## config.mk

```make
export PLATFORM = sky130hd
export DESIGN_NAME = resistive_touch_sample_filter_flat
export DESIGN_NICKNAME = d
export VERILOG_FILES = /design/src/design/rtsf_pkg.sv /design/src/design/rtsf_if.sv /design/src/design/resistive_touch_sample_filter.sv /design/src/design/rtsf_regs.sv /design/src/design/rtsf_front.sv /design/src/design/rtsf_fifo.sv /design/src/design/rtsf_back.sv /design/src/flat_wrapper.sv
export SDC_FILE = /design/constraint.sdc
export NUM_CORES = 2
export LEC_CHECK = 0
export ABC_AREA = 1
export BUFFER_PORTS_ARGS = -buffer_cell sky130_fd_sc_hd__buf_2
export CAP_MARGIN = 25
export CORE_ASPECT_RATIO = 0.9
export CORE_UTILIZATION = 40
export CTS_BUF_LIST = sky130_fd_sc_hd__clkbuf_16
export DETAILED_ROUTE_END_ITERATION = 8
export SYNTH_ARGS = -nofsm -noshare
export SYNTH_HDL_FRONTEND = slang
export SYNTH_SLANG_ARGS = --single-unit
```

## constraint.sdc

```tcl
create_clock -name clk_i -period 4.9 [get_ports clk_i]
set_input_delay 0.98 -clock clk_i [delete_from_list [all_inputs] [get_ports clk_i]]
set_output_delay 0.98 -clock clk_i [all_outputs]
set_load 0.01 [all_outputs]
```

## src/design/rtsf_pkg.sv

```systemverilog
// ----------------------------------------------------------------------------
// Resistive touch sample filter package
// Shared widths, constants, register map and the types that travel between
// the configuration block, the front end, the command queue and the back end.
// ----------------------------------------------------------------------------
package rtsf_pkg;

  // Field widths.
  localparam int unsigned READING_W  = 12;
  localparam int unsigned VALUE_W    = 13;
  localparam int unsigned PRESSURE_W = 13;
  localparam int unsigned COORD_W    = 16;
  localparam int unsigned SUM_W      = 21;
  localparam int unsigned COUNT_W    = 5;
  localparam int unsigned REM_W      = 4;
  localparam int unsigned PROD_W     = VALUE_W + COORD_W;

  // ADC span and the edge window that rejects readings near the panel border.
  localparam logic [VALUE_W-1:0] ADC_SPAN  = 13'd4096;
  localparam logic [VALUE_W-1:0] EDGE_LOW  = 13'd50;
  localparam logic [VALUE_W-1:0] EDGE_HIGH = 13'd4046;

  // Defaults for the top-level parameters.
  localparam int unsigned SAMPLES_DEFAULT     = 8;
  localparam int unsigned QUEUE_DEPTH_DEFAULT = 2;

  // Configuration port geometry.
  localparam int unsigned APB_ADDR_W = 4;
  localparam int unsigned APB_DATA_W = 32;

  // Register reset values.
  localparam logic [PRESSURE_W-1:0] THRESHOLD_RESET     = 13'd2000;
  localparam logic                  CONVERT_RESET       = 1'b0;
  localparam logic [COORD_W-1:0]    SCREEN_WIDTH_RESET  = 16'd320;
  localparam logic [COORD_W-1:0]    SCREEN_HEIGHT_RESET = 16'd240;

  // Register indexes (byte address is four times the index).
  typedef enum logic [1:0] {
    REG_THRESHOLD     = 2'd0,
    REG_CONVERT       = 2'd1,
    REG_SCREEN_WIDTH  = 2'd2,
    REG_SCREEN_HEIGHT = 2'd3
  } reg_idx_e;

  // Configuration seen by the back end.
  typedef struct packed {
    logic [PRESSURE_W-1:0] pressure_threshold;
    logic                  convert_enable;
    logic [COORD_W-1:0]    screen_width;
    logic [COORD_W-1:0]    screen_height;
  } cfg_t;

  // Classified command handed from the front end to the back end.
  typedef struct packed {
    logic                  is_position;
    logic                  in_window;
    logic [PRESSURE_W-1:0] pressure;
    logic [VALUE_W-1:0]    pos_x;
    logic [VALUE_W-1:0]    pos_y;
  } cmd_t;

endpackage

```

## src/design/rtsf_if.sv

```systemverilog
// ----------------------------------------------------------------------------
// Resistive touch sample filter channels
// Request channel carrying ADC reading pairs and result channel carrying the
// filtered touch report, both with a valid/ready handshake.
// ----------------------------------------------------------------------------
interface rtsf_req_if;
  logic                              valid;
  logic                              ready;
  logic                              req_type;
  logic [rtsf_pkg::READING_W-1:0]    first_reading;
  logic [rtsf_pkg::READING_W-1:0]    second_reading;

  modport source (
    output valid, req_type, first_reading, second_reading,
    input  ready
  );
  modport sink (
    input  valid, req_type, first_reading, second_reading,
    output ready
  );
endinterface

interface rtsf_rsp_if;
  logic                              valid;
  logic                              ready;
  logic                              touched;
  logic [rtsf_pkg::COORD_W-1:0]      pos_x;
  logic [rtsf_pkg::COORD_W-1:0]      pos_y;
  logic [rtsf_pkg::PRESSURE_W-1:0]   pressure;

  modport source (
    output valid, touched, pos_x, pos_y, pressure,
    input  ready
  );
  modport sink (
    input  valid, touched, pos_x, pos_y, pressure,
    output ready
  );
endinterface

```

## src/design/resistive_touch_sample_filter.sv

```systemverilog
// ----------------------------------------------------------------------------
// Resistive touch sample filter
// Filters settled ADC reading pairs from a four-wire resistive panel into
// touch reports: pressure check, edge rejection, optional screen scaling and
// averaging over a configurable number of position samples.
// ----------------------------------------------------------------------------
// Flow: the front end takes one transaction per cycle into a small command
// queue while it has room. The back end handles a pressure pair in its fetch
// state (going on to the emit state when it reports no touch), a position
// pair through its fetch, scaling multiply and accumulate states, and on the
// last pair of a measurement with enough kept samples runs the bit-serial
// divider that forms both averages in parallel, then loads the output register.
// The output register holds a report until it is taken while the back end
// already works on the next commands; there is no clearing pass after reset.
module resistive_touch_sample_filter #(
  parameter int unsigned Samples    = rtsf_pkg::SAMPLES_DEFAULT,
  parameter int unsigned QueueDepth = rtsf_pkg::QUEUE_DEPTH_DEFAULT
) (
  input  logic                              clk_i,
  input  logic                              rst_ni,
  rtsf_req_if.sink                          req_i,
  rtsf_rsp_if.source                        rsp_o,
  input  logic                              psel,
  input  logic                              penable,
  input  logic                              pwrite,
  input  logic [rtsf_pkg::APB_ADDR_W-1:0]   paddr,
  input  logic [rtsf_pkg::APB_DATA_W-1:0]   pwdata,
  output logic [rtsf_pkg::APB_DATA_W-1:0]   prdata,
  output logic                              pready
);

  rtsf_pkg::cfg_t cfg;
  rtsf_pkg::cmd_t push_cmd;
  rtsf_pkg::cmd_t pop_cmd;
  logic           push_valid;
  logic           push_ready;
  logic           pop_valid;
  logic           pop_ready;

  // Configuration registers.
  rtsf_regs u_regs (
    .clk_i   (clk_i),
    .rst_ni  (rst_ni),
    .psel    (psel),
    .penable (penable),
    .pwrite  (pwrite),
    .paddr   (paddr),
    .pwdata  (pwdata),
    .prdata  (prdata),
    .pready  (pready),
    .cfg_o   (cfg)
  );

  // Classification of incoming reading pairs.
  rtsf_front u_front (
    .req_i       (req_i),
    .cmd_o       (push_cmd),
    .cmd_valid_o (push_valid),
    .cmd_ready_i (push_ready)
  );

  // Command queue between front and back.
  rtsf_fifo #(
    .Depth (QueueDepth)
  ) u_fifo (
    .clk_i        (clk_i),
    .rst_ni       (rst_ni),
    .push_valid_i (push_valid),
    .push_ready_o (push_ready),
    .push_data_i  (push_cmd),
    .pop_valid_o  (pop_valid),
    .pop_ready_i  (pop_ready),
    .pop_data_o   (pop_cmd)
  );

  // Measurement execution and result register.
  rtsf_back #(
    .Samples (Samples)
  ) u_back (
    .clk_i       (clk_i),
    .rst_ni      (rst_ni),
    .cfg_i       (cfg),
    .cmd_valid_i (pop_valid),
    .cmd_ready_o (pop_ready),
    .cmd_i       (pop_cmd),
    .rsp_o       (rsp_o)
  );

endmodule

```

## src/design/rtsf_regs.sv

```systemverilog
// ----------------------------------------------------------------------------
// Resistive touch sample filter configuration registers
// APB-style register file holding the pressure threshold, the scaling enable
// and the screen dimensions. Writes complete in the access cycle.
// ----------------------------------------------------------------------------
module rtsf_regs (
  input  logic                              clk_i,
  input  logic                              rst_ni,
  input  logic                              psel,
  input  logic                              penable,
  input  logic                              pwrite,
  input  logic [rtsf_pkg::APB_ADDR_W-1:0]   paddr,
  input  logic [rtsf_pkg::APB_DATA_W-1:0]   pwdata,
  output logic [rtsf_pkg::APB_DATA_W-1:0]   prdata,
  output logic                              pready,
  output rtsf_pkg::cfg_t                    cfg_o
);

  rtsf_pkg::cfg_t     cfg_q;
  rtsf_pkg::reg_idx_e reg_idx;
  logic               wr_en;

  assign pready  = 1'b1;
  assign reg_idx = rtsf_pkg::reg_idx_e'(paddr[3:2]);
  assign wr_en   = psel && penable && pwrite && pready;
  assign cfg_o   = cfg_q;

  // Register writes.
  always_ff @(posedge clk_i or negedge rst_ni) begin
    if (!rst_ni) begin
      cfg_q.pressure_threshold <= rtsf_pkg::THRESHOLD_RESET;
      cfg_q.convert_enable     <= rtsf_pkg::CONVERT_RESET;
      cfg_q.screen_width       <= rtsf_pkg::SCREEN_WIDTH_RESET;
      cfg_q.screen_height      <= rtsf_pkg::SCREEN_HEIGHT_RESET;
    end else if (wr_en) begin
      case (reg_idx)
        rtsf_pkg::REG_THRESHOLD: begin
          cfg_q.pressure_threshold <= pwdata[rtsf_pkg::PRESSURE_W-1:0];
        end
        rtsf_pkg::REG_CONVERT: begin
          cfg_q.convert_enable <= pwdata[0];
        end
        rtsf_pkg::REG_SCREEN_WIDTH: begin
          cfg_q.screen_width <= pwdata[rtsf_pkg::COORD_W-1:0];
        end
        rtsf_pkg::REG_SCREEN_HEIGHT: begin
          cfg_q.screen_height <= pwdata[rtsf_pkg::COORD_W-1:0];
        end
        default: begin
        end
      endcase
    end
  end

  // Read mux.
  always_comb begin
    case (reg_idx)
      rtsf_pkg::REG_THRESHOLD: begin
        prdata = rtsf_pkg::APB_DATA_W'(cfg_q.pressure_threshold);
      end
      rtsf_pkg::REG_CONVERT: begin
        prdata = rtsf_pkg::APB_DATA_W'(cfg_q.convert_enable);
      end
      rtsf_pkg::REG_SCREEN_WIDTH: begin
        prdata = rtsf_pkg::APB_DATA_W'(cfg_q.screen_width);
      end
      rtsf_pkg::REG_SCREEN_HEIGHT: begin
        prdata = rtsf_pkg::APB_DATA_W'(cfg_q.screen_height);
      end
      default: begin
        prdata = '0;
      end
    endcase
  end

endmodule

```

## src/design/rtsf_front.sv

```systemverilog
// ----------------------------------------------------------------------------
// Resistive touch sample filter front end
// Accepts reading pairs and classifies them: a pressure pair becomes a
// pressure value, a position pair becomes panel coordinates with an edge
// window flag. The classified command is pushed into the command queue.
// ----------------------------------------------------------------------------
module rtsf_front (
  rtsf_req_if.sink          req_i,
  output rtsf_pkg::cmd_t    cmd_o,
  output logic              cmd_valid_o,
  input  logic              cmd_ready_i
);

  logic [rtsf_pkg::VALUE_W-1:0] first_ext;
  logic [rtsf_pkg::VALUE_W-1:0] second_ext;
  logic [rtsf_pkg::VALUE_W-1:0] coord_x;
  logic [rtsf_pkg::VALUE_W-1:0] coord_y;
  logic                         x_ok;
  logic                         y_ok;

  // A transaction is taken whenever the queue has room.
  assign req_i.ready = cmd_ready_i;
  assign cmd_valid_o = req_i.valid;

  assign first_ext  = rtsf_pkg::VALUE_W'(req_i.first_reading);
  assign second_ext = rtsf_pkg::VALUE_W'(req_i.second_reading);

  // Panel coordinates are the span minus the reading.
  assign coord_x = rtsf_pkg::ADC_SPAN - first_ext;
  assign coord_y = rtsf_pkg::ADC_SPAN - second_ext;

  // Both coordinates must lie inside the edge window.
  assign x_ok = (coord_x >= rtsf_pkg::EDGE_LOW) && (coord_x <= rtsf_pkg::EDGE_HIGH);
  assign y_ok = (coord_y >= rtsf_pkg::EDGE_LOW) && (coord_y <= rtsf_pkg::EDGE_HIGH);

  // Build the command; pressure is span plus X- minus Y+.
  always_comb begin
    cmd_o.is_position = req_i.req_type;
    cmd_o.in_window   = x_ok && y_ok;
    cmd_o.pressure    = rtsf_pkg::ADC_SPAN + first_ext - second_ext;
    cmd_o.pos_x       = coord_x;
    cmd_o.pos_y       = coord_y;
  end

endmodule

```

## src/design/rtsf_fifo.sv

```systemverilog
// ----------------------------------------------------------------------------
// Resistive touch sample filter command queue
// Small register queue that decouples the front end from the back end so
// each side can stall without holding up the other.
// ----------------------------------------------------------------------------
module rtsf_fifo #(
  parameter int unsigned Depth = rtsf_pkg::QUEUE_DEPTH_DEFAULT
) (
  input  logic              clk_i,
  input  logic              rst_ni,
  input  logic              push_valid_i,
  output logic              push_ready_o,
  input  rtsf_pkg::cmd_t    push_data_i,
  output logic              pop_valid_o,
  input  logic              pop_ready_i,
  output rtsf_pkg::cmd_t    pop_data_o
);

  localparam int unsigned PtrW = (Depth > 1) ? $clog2(Depth) : 1;
  localparam int unsigned CntW = $clog2(Depth + 1);
  localparam logic [PtrW-1:0] LastPtr = PtrW'(Depth - 1);
  localparam logic [CntW-1:0] FullCnt = CntW'(Depth);

  rtsf_pkg::cmd_t  entries_q [Depth];
  logic [PtrW-1:0] wr_ptr_q;
  logic [PtrW-1:0] rd_ptr_q;
  logic [CntW-1:0] count_q;
  logic            push;
  logic            pop;

  assign push_ready_o = (count_q != FullCnt);
  assign pop_valid_o  = (count_q != '0);
  assign pop_data_o   = entries_q[rd_ptr_q];
  assign push         = push_valid_i && push_ready_o;
  assign pop          = pop_valid_o && pop_ready_i;

  // Entry storage.
  always_ff @(posedge clk_i) begin
    if (push) begin
      entries_q[wr_ptr_q] <= push_data_i;
    end
  end

  // Pointers and occupancy.
  always_ff @(posedge clk_i or negedge rst_ni) begin
    if (!rst_ni) begin
      wr_ptr_q <= '0;
      rd_ptr_q <= '0;
      count_q  <= '0;
    end else begin
      if (push) begin
        wr_ptr_q <= (wr_ptr_q == LastPtr) ? '0 : wr_ptr_q + 1'b1;
      end
      if (pop) begin
        rd_ptr_q <= (rd_ptr_q == LastPtr) ? '0 : rd_ptr_q + 1'b1;
      end
      if (push && !pop) begin
        count_q <= count_q + 1'b1;
      end else if (pop && !push) begin
        count_q <= count_q - 1'b1;
      end
    end
  end

endmodule

```

## src/design/rtsf_back.sv

```systemverilog
// ----------------------------------------------------------------------------
// Resistive touch sample filter back end
// Executes classified commands: pressure check, sample accumulation with
// optional screen scaling, a serial divider for the averages, and the
// output register for the result channel.
// ----------------------------------------------------------------------------
module rtsf_back #(
  parameter int unsigned Samples = rtsf_pkg::SAMPLES_DEFAULT
) (
  input  logic              clk_i,
  input  logic              rst_ni,
  input  rtsf_pkg::cfg_t    cfg_i,
  input  logic              cmd_valid_i,
  output logic              cmd_ready_o,
  input  rtsf_pkg::cmd_t    cmd_i,
  rtsf_rsp_if.source        rsp_o
);

  localparam int unsigned SumW  = rtsf_pkg::SUM_W;
  localparam int unsigned CntW  = rtsf_pkg::COUNT_W;
  localparam int unsigned RemW  = rtsf_pkg::REM_W;
  localparam int unsigned ProdW = rtsf_pkg::PROD_W;
  localparam int unsigned CrdW  = rtsf_pkg::COORD_W;
  localparam logic [CntW-1:0] SamplesCnt = CntW'(Samples);
  localparam logic [CntW-1:0] MinKept    = CntW'((Samples > 1) ? (Samples / 2) : 1);
  localparam logic [CntW-1:0] DivLast    = CntW'(SumW - 1);

  typedef enum logic [2:0] {
    S_FETCH,
    S_MUL,
    S_ACC,
    S_DIV,
    S_EMIT
  } state_e;

  state_e                         state_q;
  rtsf_pkg::cmd_t                 cmd_q;
  logic                           collecting_q;
  logic [CntW-1:0]                seen_q;
  logic [CntW-1:0]                kept_q;
  logic [SumW-1:0]                sum_x_q;
  logic [SumW-1:0]                sum_y_q;
  logic [rtsf_pkg::PRESSURE_W-1:0] held_q;
  logic [ProdW-1:0]               prod_x_q;
  logic [ProdW-1:0]               prod_y_q;
  logic [SumW-1:0]                dq_x_q;
  logic [SumW-1:0]                dq_y_q;
  logic [RemW-1:0]                rem_x_q;
  logic [RemW-1:0]                rem_y_q;
  logic [CntW-1:0]                div_cnt_q;
  logic                           res_touched_q;
  logic                           out_valid_q;
  logic                           out_touched_q;
  logic [CrdW-1:0]                out_x_q;
  logic [CrdW-1:0]                out_y_q;
  logic [rtsf_pkg::PRESSURE_W-1:0] out_pressure_q;

  logic [SumW-1:0] add_x;
  logic [SumW-1:0] add_y;
  logic [SumW-1:0] sum_x_acc;
  logic [SumW-1:0] sum_y_acc;
  logic [CntW-1:0] kept_acc;
  logic [CntW-1:0] seen_next;
  logic [RemW:0]   rem_x_sh;
  logic [RemW:0]   rem_y_sh;
  logic            q_x;
  logic            q_y;
  logic [RemW:0]   rem_x_sub;
  logic [RemW:0]   rem_y_sub;
  logic            out_free;

  assign cmd_ready_o     = (state_q == S_FETCH);
  assign out_free        = !out_valid_q || rsp_o.ready;
  assign rsp_o.valid     = out_valid_q;
  assign rsp_o.touched   = out_touched_q;
  assign rsp_o.pos_x     = out_x_q;
  assign rsp_o.pos_y     = out_y_q;
  assign rsp_o.pressure  = out_pressure_q;

  // Sample accumulation: raw coordinates or the scaled product over 4096.
  always_comb begin
    if (cfg_i.convert_enable) begin
      add_x = SumW'(prod_x_q[ProdW-2:12]);
      add_y = SumW'(prod_y_q[ProdW-2:12]);
    end else begin
      add_x = SumW'(cmd_q.pos_x);
      add_y = SumW'(cmd_q.pos_y);
    end
    if (cmd_q.in_window) begin
      sum_x_acc = sum_x_q + add_x;
      sum_y_acc = sum_y_q + add_y;
      kept_acc  = kept_q + 1'b1;
    end else begin
      sum_x_acc = sum_x_q;
      sum_y_acc = sum_y_q;
      kept_acc  = kept_q;
    end
    seen_next = seen_q + 1'b1;
  end

  // One restoring division step for each axis.
  always_comb begin
    rem_x_sh  = {rem_x_q, dq_x_q[SumW-1]};
    rem_y_sh  = {rem_y_q, dq_y_q[SumW-1]};
    q_x       = (rem_x_sh >= (RemW+1)'(kept_q));
    q_y       = (rem_y_sh >= (RemW+1)'(kept_q));
    rem_x_sub = q_x ? (rem_x_sh - (RemW+1)'(kept_q)) : rem_x_sh;
    rem_y_sub = q_y ? (rem_y_sh - (RemW+1)'(kept_q)) : rem_y_sh;
  end

  // Command sequencer and output register.
  always_ff @(posedge clk_i or negedge rst_ni) begin
    if (!rst_ni) begin
      state_q        <= S_FETCH;
      cmd_q          <= '0;
      collecting_q   <= 1'b0;
      seen_q         <= '0;
      kept_q         <= '0;
      sum_x_q        <= '0;
      sum_y_q        <= '0;
      held_q         <= '0;
      prod_x_q       <= '0;
      prod_y_q       <= '0;
      dq_x_q         <= '0;
      dq_y_q         <= '0;
      rem_x_q        <= '0;
      rem_y_q        <= '0;
      div_cnt_q      <= '0;
      res_touched_q  <= 1'b0;
      out_valid_q    <= 1'b0;
      out_touched_q  <= 1'b0;
      out_x_q        <= '0;
      out_y_q        <= '0;
      out_pressure_q <= '0;
    end else begin
      // The output register is loaded by a report or emptied when taken.
      if ((state_q == S_EMIT) && out_free) begin
        out_valid_q <= 1'b1;
      end else if (out_valid_q && rsp_o.ready) begin
        out_valid_q <= 1'b0;
      end
      case (state_q)
        S_FETCH: begin
          if (cmd_valid_i) begin
            cmd_q <= cmd_i;
            if (!cmd_i.is_position) begin
              // A pressure pair always starts a fresh measurement.
              seen_q       <= '0;
              kept_q       <= '0;
              sum_x_q      <= '0;
              sum_y_q      <= '0;
              held_q       <= cmd_i.pressure;
              if (cmd_i.pressure < cfg_i.pressure_threshold) begin
                collecting_q  <= 1'b0;
                res_touched_q <= 1'b0;
                state_q       <= S_EMIT;
              end else begin
                collecting_q <= 1'b1;
              end
            end else if (collecting_q) begin
              state_q <= S_MUL;
            end
          end
        end
        S_MUL: begin
          prod_x_q <= cmd_q.pos_x * cfg_i.screen_width;
          prod_y_q <= cmd_q.pos_y * cfg_i.screen_height;
          state_q  <= S_ACC;
        end
        S_ACC: begin
          sum_x_q <= sum_x_acc;
          sum_y_q <= sum_y_acc;
          kept_q  <= kept_acc;
          seen_q  <= seen_next;
          if (seen_next == SamplesCnt) begin
            if (kept_acc >= MinKept) begin
              dq_x_q    <= sum_x_acc;
              dq_y_q    <= sum_y_acc;
              rem_x_q   <= '0;
              rem_y_q   <= '0;
              div_cnt_q <= '0;
              state_q   <= S_DIV;
            end else begin
              res_touched_q <= 1'b0;
              state_q       <= S_EMIT;
            end
          end else begin
            state_q <= S_FETCH;
          end
        end
        S_DIV: begin
          dq_x_q    <= {dq_x_q[SumW-2:0], q_x};
          dq_y_q    <= {dq_y_q[SumW-2:0], q_y};
          rem_x_q   <= rem_x_sub[RemW-1:0];
          rem_y_q   <= rem_y_sub[RemW-1:0];
          div_cnt_q <= div_cnt_q + 1'b1;
          if (div_cnt_q == DivLast) begin
            res_touched_q <= 1'b1;
            state_q       <= S_EMIT;
          end
        end
        S_EMIT: begin
          if (out_free) begin
            // A report ends the measurement; a miss reports all zeros.
            out_touched_q  <= res_touched_q;
            out_x_q        <= res_touched_q ? dq_x_q[CrdW-1:0] : '0;
            out_y_q        <= res_touched_q ? dq_y_q[CrdW-1:0] : '0;
            out_pressure_q <= res_touched_q ? held_q : '0;
            collecting_q   <= 1'b0;
            seen_q         <= '0;
            kept_q         <= '0;
            sum_x_q        <= '0;
            sum_y_q        <= '0;
            state_q        <= S_FETCH;
          end
        end
        default: begin
          state_q <= S_FETCH;
        end
      endcase
    end
  end

endmodule

```

## src/flat_wrapper.sv

```systemverilog
// flat-port wrapper written by rule: the top's interface ports become plain ports
module resistive_touch_sample_filter_flat 
#(
  parameter int unsigned Samples    = rtsf_pkg::SAMPLES_DEFAULT,
  parameter int unsigned QueueDepth = rtsf_pkg::QUEUE_DEPTH_DEFAULT
)
  (clk_i, rst_ni, psel, penable, pwrite, paddr, pwdata, prdata, pready, req_i_valid, req_i_req_type, req_i_first_reading, req_i_second_reading, req_i_ready, rsp_o_valid, rsp_o_touched, rsp_o_pos_x, rsp_o_pos_y, rsp_o_pressure, rsp_o_ready);
  rtsf_req_if req_i_i ();
  rtsf_rsp_if rsp_o_i ();
  input  logic clk_i;
  input  logic rst_ni;
  input  logic psel;
  input  logic penable;
  input  logic pwrite;
  input  logic [rtsf_pkg::APB_ADDR_W-1:0] paddr;
  input  logic [rtsf_pkg::APB_DATA_W-1:0] pwdata;
  output logic [rtsf_pkg::APB_DATA_W-1:0] prdata;
  output logic pready;
  input wire logic [$bits(req_i_i.valid)-1:0] req_i_valid;
  input wire logic [$bits(req_i_i.req_type)-1:0] req_i_req_type;
  input wire logic [$bits(req_i_i.first_reading)-1:0] req_i_first_reading;
  input wire logic [$bits(req_i_i.second_reading)-1:0] req_i_second_reading;
  output wire logic [$bits(req_i_i.ready)-1:0] req_i_ready;
  output wire logic [$bits(rsp_o_i.valid)-1:0] rsp_o_valid;
  output wire logic [$bits(rsp_o_i.touched)-1:0] rsp_o_touched;
  output wire logic [$bits(rsp_o_i.pos_x)-1:0] rsp_o_pos_x;
  output wire logic [$bits(rsp_o_i.pos_y)-1:0] rsp_o_pos_y;
  output wire logic [$bits(rsp_o_i.pressure)-1:0] rsp_o_pressure;
  input wire logic [$bits(rsp_o_i.ready)-1:0] rsp_o_ready;
  assign req_i_i.valid = req_i_valid;
  assign req_i_i.req_type = req_i_req_type;
  assign req_i_i.first_reading = req_i_first_reading;
  assign req_i_i.second_reading = req_i_second_reading;
  assign req_i_ready = req_i_i.ready;
  assign rsp_o_valid = rsp_o_i.valid;
  assign rsp_o_touched = rsp_o_i.touched;
  assign rsp_o_pos_x = rsp_o_i.pos_x;
  assign rsp_o_pos_y = rsp_o_i.pos_y;
  assign rsp_o_pressure = rsp_o_i.pressure;
  assign rsp_o_i.ready = rsp_o_ready;
  resistive_touch_sample_filter #(.Samples(Samples), .QueueDepth(QueueDepth)) u_core (.clk_i(clk_i), .rst_ni(rst_ni), .req_i(req_i_i), .rsp_o(rsp_o_i), .psel(psel), .penable(penable), .pwrite(pwrite), .paddr(paddr), .pwdata(pwdata), .prdata(prdata), .pready(pready));
endmodule
```

---- Word-level counts from Yosys, hierarchy flattened ----
Memory sizes are Yosys's and may differ from the RTL's.
Index checks and enable logic that the tools add are counted.
operators by class
  $add $sub $neg .......................... 15
  reduce and logical (&&, ||, !) cells .... 36
  multipliers ............................. 2
  order comparisons ....................... 8
  equal/unequal tests ..................... 20
  muxes and demuxes ....................... 63
  bitwise gates (word level) .............. 1
operators by type and width
  cell                                                                                   count
  21-bit 2-to-1 mux                                                                      9
  32-bit one-hot mux with 4 select lines                                                 1
  21-bit one-hot mux with 3 select lines                                                 2
  21-bit one-hot mux with 2 select lines                                                 2
  16-bit 2-to-1 mux                                                                      4
  13-bit by 16-bit multiplier with 28-bit output                                         2
  21-bit adder                                                                           2
  5-bit 2-to-1 mux                                                                       6
  5-bit one-hot mux with 3 select lines                                                  2
  13-bit by 6-bit greater-or-equal comparator with 1-bit output (second input constant)  2
  13-bit by 12-bit <= comparator with 1-bit output (second input constant)               2
  13-bit by 12-bit subtractor with 13-bit output (first input constant)                  2
  3-bit 2-to-1 mux                                                                       8
  2-bit != test (second input constant)                                                  9
  1-bit 2-to-1 mux                                                                       16
  4-bit 2-to-1 mux                                                                       4
  4-bit one-hot mux with 2 select lines                                                  2
  5-bit by 1-bit adder with 5-bit output (second input constant)                         3
  3-bit one-hot mux with 5 select lines                                                  1
  13-bit by 12-bit adder with 13-bit output (first input constant)                       1
  13-bit less-than comparator                                                            1
  13-bit 2-to-1 mux                                                                      1
  13-bit by 12-bit subtractor with 13-bit output                                         1
  2-bit AND reduction                                                                    6
  30 further kinds                                                                       56
storage, ports and cells
  register bits ........................... 305
  output and inout port bits .............. 81
  word-level logic and storage cells ...... 176
  memories ................................ 1
  RAM bits ................................ 82
memories
  name                     depth  bits a word  read ports  clocked after memory_dff  wr ports  line             text
  u_core.u_fifo.entries_q  2      41           1           0                         1         rtsf_fifo.sv:24  rtsf_pkg::cmd_t entries_q [Depth];

---- Depth between registers and ports, before layout ----
  word-level depth ........................ 6
  gate-level depth with buffers ........... 27
  gate-level depth less buffers ........... 25

---- Hierarchy ----
From an unflattened synthesis, not the netlist that was laid out.
unflattened totals
  cells, all modules ...................... 4,456
  area, all modules ....................... 33,763.6 um^2
modules (own cells, without submodules)
  module      area each (um^2)  cells an instance  sequential area each (um^2)  instances
  rtsf_back   26,700.6          3,652              5,780.5                      1
  rtsf_fifo   3,337.0           243                2,562.5                      1
  rtsf_regs   2,245.9           294                1,166.1                      1
  rtsf_front  1,480.2           267                0.0                          1

---- Least setup slack after synthesis ----
No wires, ideal clock.
  path type ............................... register to register
  start ................................... register u_core.u_back.cmd_q[4] in the netlist's numbering
  end ..................................... register u_core.u_back.prod_y_q[25]
  stages on the path, launching flop included .. 22
  library setup time ...................... 118 ps
  required time ........................... 4,782 ps
  clock period less this slack ............ 4,808 ps
  arrival ................................. 4,690 ps
  setup slack ............................. 92 ps
  cells stage by stage .................... dfrtp_1 > clkbuf_1 > clkbuf_1 > nand2_1 > fa_1 > inv_1 > fa_1 > fa_1 > fa_1 > inv_1 > fa_1 > inv_1 > ha_1 > nand2_1 > nor2_1 > inv_1 > nor3_1 > nand3_1 > nand2_1 > nand2_1 > nand3_1 > nand2_1
on the way
  cells in the longest elaborated chain, start to end .. 1
RTL lines
  what                                            line              text
  start: declaration                              rtsf_back.sv:37   rtsf_pkg::cmd_t cmd_q;
  start signal: assignment                        rtsf_back.sv:145  cmd_q <= cmd_i;
  13-bit by 16-bit multiplier with 28-bit output  rtsf_back.sv:167  prod_y_q <= cmd_q.pos_y * cfg_i.screen_height;
  end signal: assignment                          rtsf_back.sv:167
  end: declaration                                rtsf_back.sv:45   logic [ProdW-1:0] prod_y_q;
Every way passes these cells.
A chain may end at the register's enable or synchronous reset.

---- Worst setup path after layout ----
  start ................................... register u_core.u_regs.cfg_q, in the netlist u_core.u_regs.cfg_o[28]
  end ..................................... register u_core.u_back.prod_x_q[25]
on the way
  cells in the longest elaborated chain, start to end .. 1
RTL lines
  what                                            line              text
  start: declaration                              rtsf_regs.sv:19   rtsf_pkg::cfg_t cfg_q;
  13-bit by 16-bit multiplier with 28-bit output  rtsf_back.sv:166  prod_x_q <= cmd_q.pos_x * cfg_i.screen_width;
  end signal: assignment                          rtsf_back.sv:166
  end: declaration                                rtsf_back.sv:44   logic [ProdW-1:0] prod_x_q;
Every way passes these cells.

==> impl_metrics.env <==
export IMPL_viasPerCell=4.89
export IMPL_hp_class="flip-flop to flip-flop"
export IMPL_synth_edf_count=82
export IMPL_final_cell_mix="1386 x nand2_1, 925 x inv_1, 304 x fa_1"
export IMPL_synth_seq_cells=363
export IMPL_crit_type="flip-flop to flip-flop"
export IMPL_yosys_cell_types_count=47
export IMPL_syn_area_per_cell_sq_um=7.50
export IMPL_path_clk_slew_ns=0.06
export IMPL_finalClockSkew_ns=0.0492
export IMPL_hpwl_um=74000
export IMPL_syn_to_final_growth_pct=17.3
export IMPL_timing_final_ws_setup_ns=0.0790
export IMPL_die_area_sq_mm=0.0854
export IMPL_post_drt_wl_per_cell_um=16.2
export IMPL_ys_seq_area_share_pct=28.2
export IMPL_synthAdderAreaFrac_pct=26.2
export IMPL_synth_area_mux_share_pct=0.535
export IMPL_syn_inst=4491
export IMPL_clock_latency_ns=0.59
export IMPL_synth_compound_area_share_pct=6.64
export IMPL_ios=149
export IMPL_htree_levels=2
export IMPL_rsz0062_at_grt="true"
export IMPL_final_period_utilization_pct=98.4
export IMPL_syn_area_sq_mm=0.0337
export IMPL_nNetsFinal=5302
export IMPL_grt_total_usage_pct=22.0
export IMPL_antenna_found_initial=2
export IMPL_fmax_ghz=0.207
export IMPL_numCtsBuffers=41
export IMPL_hold_viol=0
export IMPL_wl_um=94900
export IMPL_synth_xor_area_share_pct=1.43
export IMPL_drive_gt1_share_pct=14.1
export IMPL_route_detailed_drc=0
export IMPL_coreArea_sq_mm=0.0831
export IMPL_seqCellArea_sq_mm=0.00953
export IMPL_crit_path_max_fanout=6
export IMPL_clock_root_buffer="clkbuf_16"
export IMPL_grt_max_degree=116
export IMPL_ys_warn_count=0
export IMPL_arrival_ns=5.30
export IMPL_multi_input_area_sq_mm=0.0208
export IMPL_die_h_um=277
export IMPL_slew_headroom_pct=31.6
export IMPL_grt_pass1_wl_um=150000
export IMPL_n_fill_cell=8250
export IMPL_synth_top_family_by_area="adder cells"
export IMPL_cts_tree="built"
export IMPL_start_util_pct=40.5
export IMPL_vias=28697
export IMPL_rows=100
export IMPL_overflow=0
export IMPL_required_ns=5.38
export IMPL_synth_flop_cell="dfrtp_1"
export IMPL_min_period_ns=4.82
export IMPL_drv_slew=0
export IMPL_setup_violations=0
export IMPL_yosys_area_share_simple_pct=23.9
export IMPL_async_reset_ff_share_pct=77.4
export IMPL_drtPass1Iterations=6
export IMPL_gp_congestion=0.930
export IMPL_first_global_vias=27807
export IMPL_worst_setup_path_start_kind="flip-flop"
export IMPL_status="complete, no violations"
export IMPL_chipWidth_um=308
export IMPL_cts_sinks=363
export IMPL_ant_nets=0
export IMPL_cts_path_max_buffers=3
export IMPL_portBuffers=113
export IMPL_dp_slack_ns=-0.160
export IMPL_tightestPinTransition_ns=1.02
export IMPL_final_common_cell="nand2_1"
export IMPL_end_kind="flip-flop"
export IMPL_drtIter0Drc=1937
export IMPL_max_cap_violations=0
[repair_timing]
item                       CTS  global route
hold buffers                 0             0
setup endpoints to repair   23            31
resized for setup           19           256
buffers inserted             9            37
cloned                       0             1
pin swaps                    0            72
[path summary, 6_finish.rpt]
path,startpoint,end,slack [ns],cells past startpoint
worst max-delay path,u_core.u_regs.cfg_o[28]$_DFFE_PN0P_,u_core.u_back.prod_x_q[25]$_DFFE_PN0P_,0.08,20
worst min-delay path,u_core.u_back.rsp_o.touched$_DFFE_PN0P_,u_core.u_back.rsp_o.touched$_DFFE_PN0P_,0.47,2
worst max register to register,u_core.u_regs.cfg_o[28]$_DFFE_PN0P_,u_core.u_back.prod_x_q[25]$_DFFE_PN0P_,0.08,20
worst min register to register,u_core.u_back.rsp_o.touched$_DFFE_PN0P_,u_core.u_back.rsp_o.touched$_DFFE_PN0P_,0.47,2
max in group asynchronous,rst_ni,u_core.u_regs.cfg_o[28]$_DFFE_PN0P_,3.24,2
min in group asynchronous,rst_ni,u_core.u_back.rem_x_q[3]$_DFFE_PN0P_,0.51,1
[area by class of cell]
| class | instances | share of cell area, % |
|---|---|---|
| repair buffers | 349 | 7.19 |
| flip-flops and latches | 363 | 24.1 |
| well taps | 1122 | 3.55 |
| diodes | 4 | 0.0253 |
| inverters | 947 | 9.00 |
| clock inverters | 31 | 0.713 |
| multi-input cells | 3013 | 52.7 |
| clock buffers | 43 | 2.72 |
[layer usage]
metal | wire length (um) | vias to the layer above | global-route usage [%]
li1 | - | 14048 | -
met1 | 44800 | 13755 | 32.2
met2 | 42100 | 779 | 34.0
met3 | 5610 | 113 | 3.16
met4 | 2340 | 2 | 5.68
met5 | 57 | - | 0.567
[sequential cells by signal, indices dropped and copies added (netlist names), 2 cells and up]
signal and count:
u_core.u_back.state_q 3, u_core.u_back.rsp_o.pos_y 16, u_core.u_back.held_q 13, u_core.u_back.div_cnt_q 5
u_core.u_regs.cfg_o 46, u_core.u_back.prod_y_q 16, u_core.u_back.rsp_o.pressure 13, u_core.u_fifo.count_q 2
u_core.u_back.kept_q 5, u_core.u_back.sum_y_q 21, u_core.u_back.sum_x_q 21, u_core.u_fifo.entries_q 82
u_core.u_back.cmd_q 27, u_core.u_back.rsp_o.pos_x 16, u_core.u_back.dq_x_q 21, u_core.u_back.prod_x_q 16
u_core.u_back.dq_y_q 21, u_core.u_back.rem_x_q 4, u_core.u_back.seen_q 5, u_core.u_back.rem_y_q 4
[critical path, stage by stage (launching register included)]
cell,delay [ns]
dfrtp_2,0.50
buf_6,0.18
nand2_1,0.09
fa_2,0.48
fa_1,0.46
fa_1,0.50
inv_1,0.06
fa_1,0.53
inv_1,0.05
fa_1,0.52
inv_1,0.09
ha_4,0.29
nand2_1,0.10
nor2_2,0.15
inv_2,0.08
nor3_4,0.23
nand3_2,0.11
nand2_1,0.08
nand2_1,0.05
nand3_1,0.10
nand2_1,0.06
[synthesized netlist by cell type, types with 16 or more instances]
cell type | instances | area, sq um
clkbuf_1 | 132 | 495
nor2_1 | 242 | 908
ha_1 | 210 | 2630
a21oi_1 | 116 | 581
nor3_1 | 28 | 140
buf_4 | 23 | 173
fa_1 | 309 | 6190
o21ai_0 | 208 | 1040
o31ai_1 | 27 | 203
mux2_2 | 16 | 180
edfxtp_1 | 82 | 2460
dfrtp_1 | 269 | 6730
nand3_1 | 233 | 1170
nand2_1 | 1423 | 5340
nand4_1 | 36 | 225
xor2_1 | 24 | 210
inv_1 | 937 | 3520
xnor2_1 | 31 | 272
[metrics by stage]
stage	util, %	instance area [sq um]	setup TNS (ns)	instances	hold slack, ns
finish	47.5	39500	0	5872	0.473
global route	47.5	39500	-0.891	5868	0.493
CTS	45.8	38100	-0.0107	5829	0.473
detailed placement	44.0	36600	-1.20	5746	0.458
global placement	44.0	36600	-0.245	5746	0.450
floorplan	-	33700	0	4506	0.444
[cells by family after synthesis]
| kind of cell | Yosys count |
|---|---|
| and+or+nand+nor | 2000 |
| buffers and inverters | 1130 |
| adders and majority gates | 519 |
| AOI/OAI and AO/OA | 406 |
| DFF | 363 |
| xor gates and xnor gates | 55 |
| muxes | 16 |
| other | 2 |
Power is not shown: default switching activity piles up to over one toggle a cycle in this logic, so the estimate is an artifact.
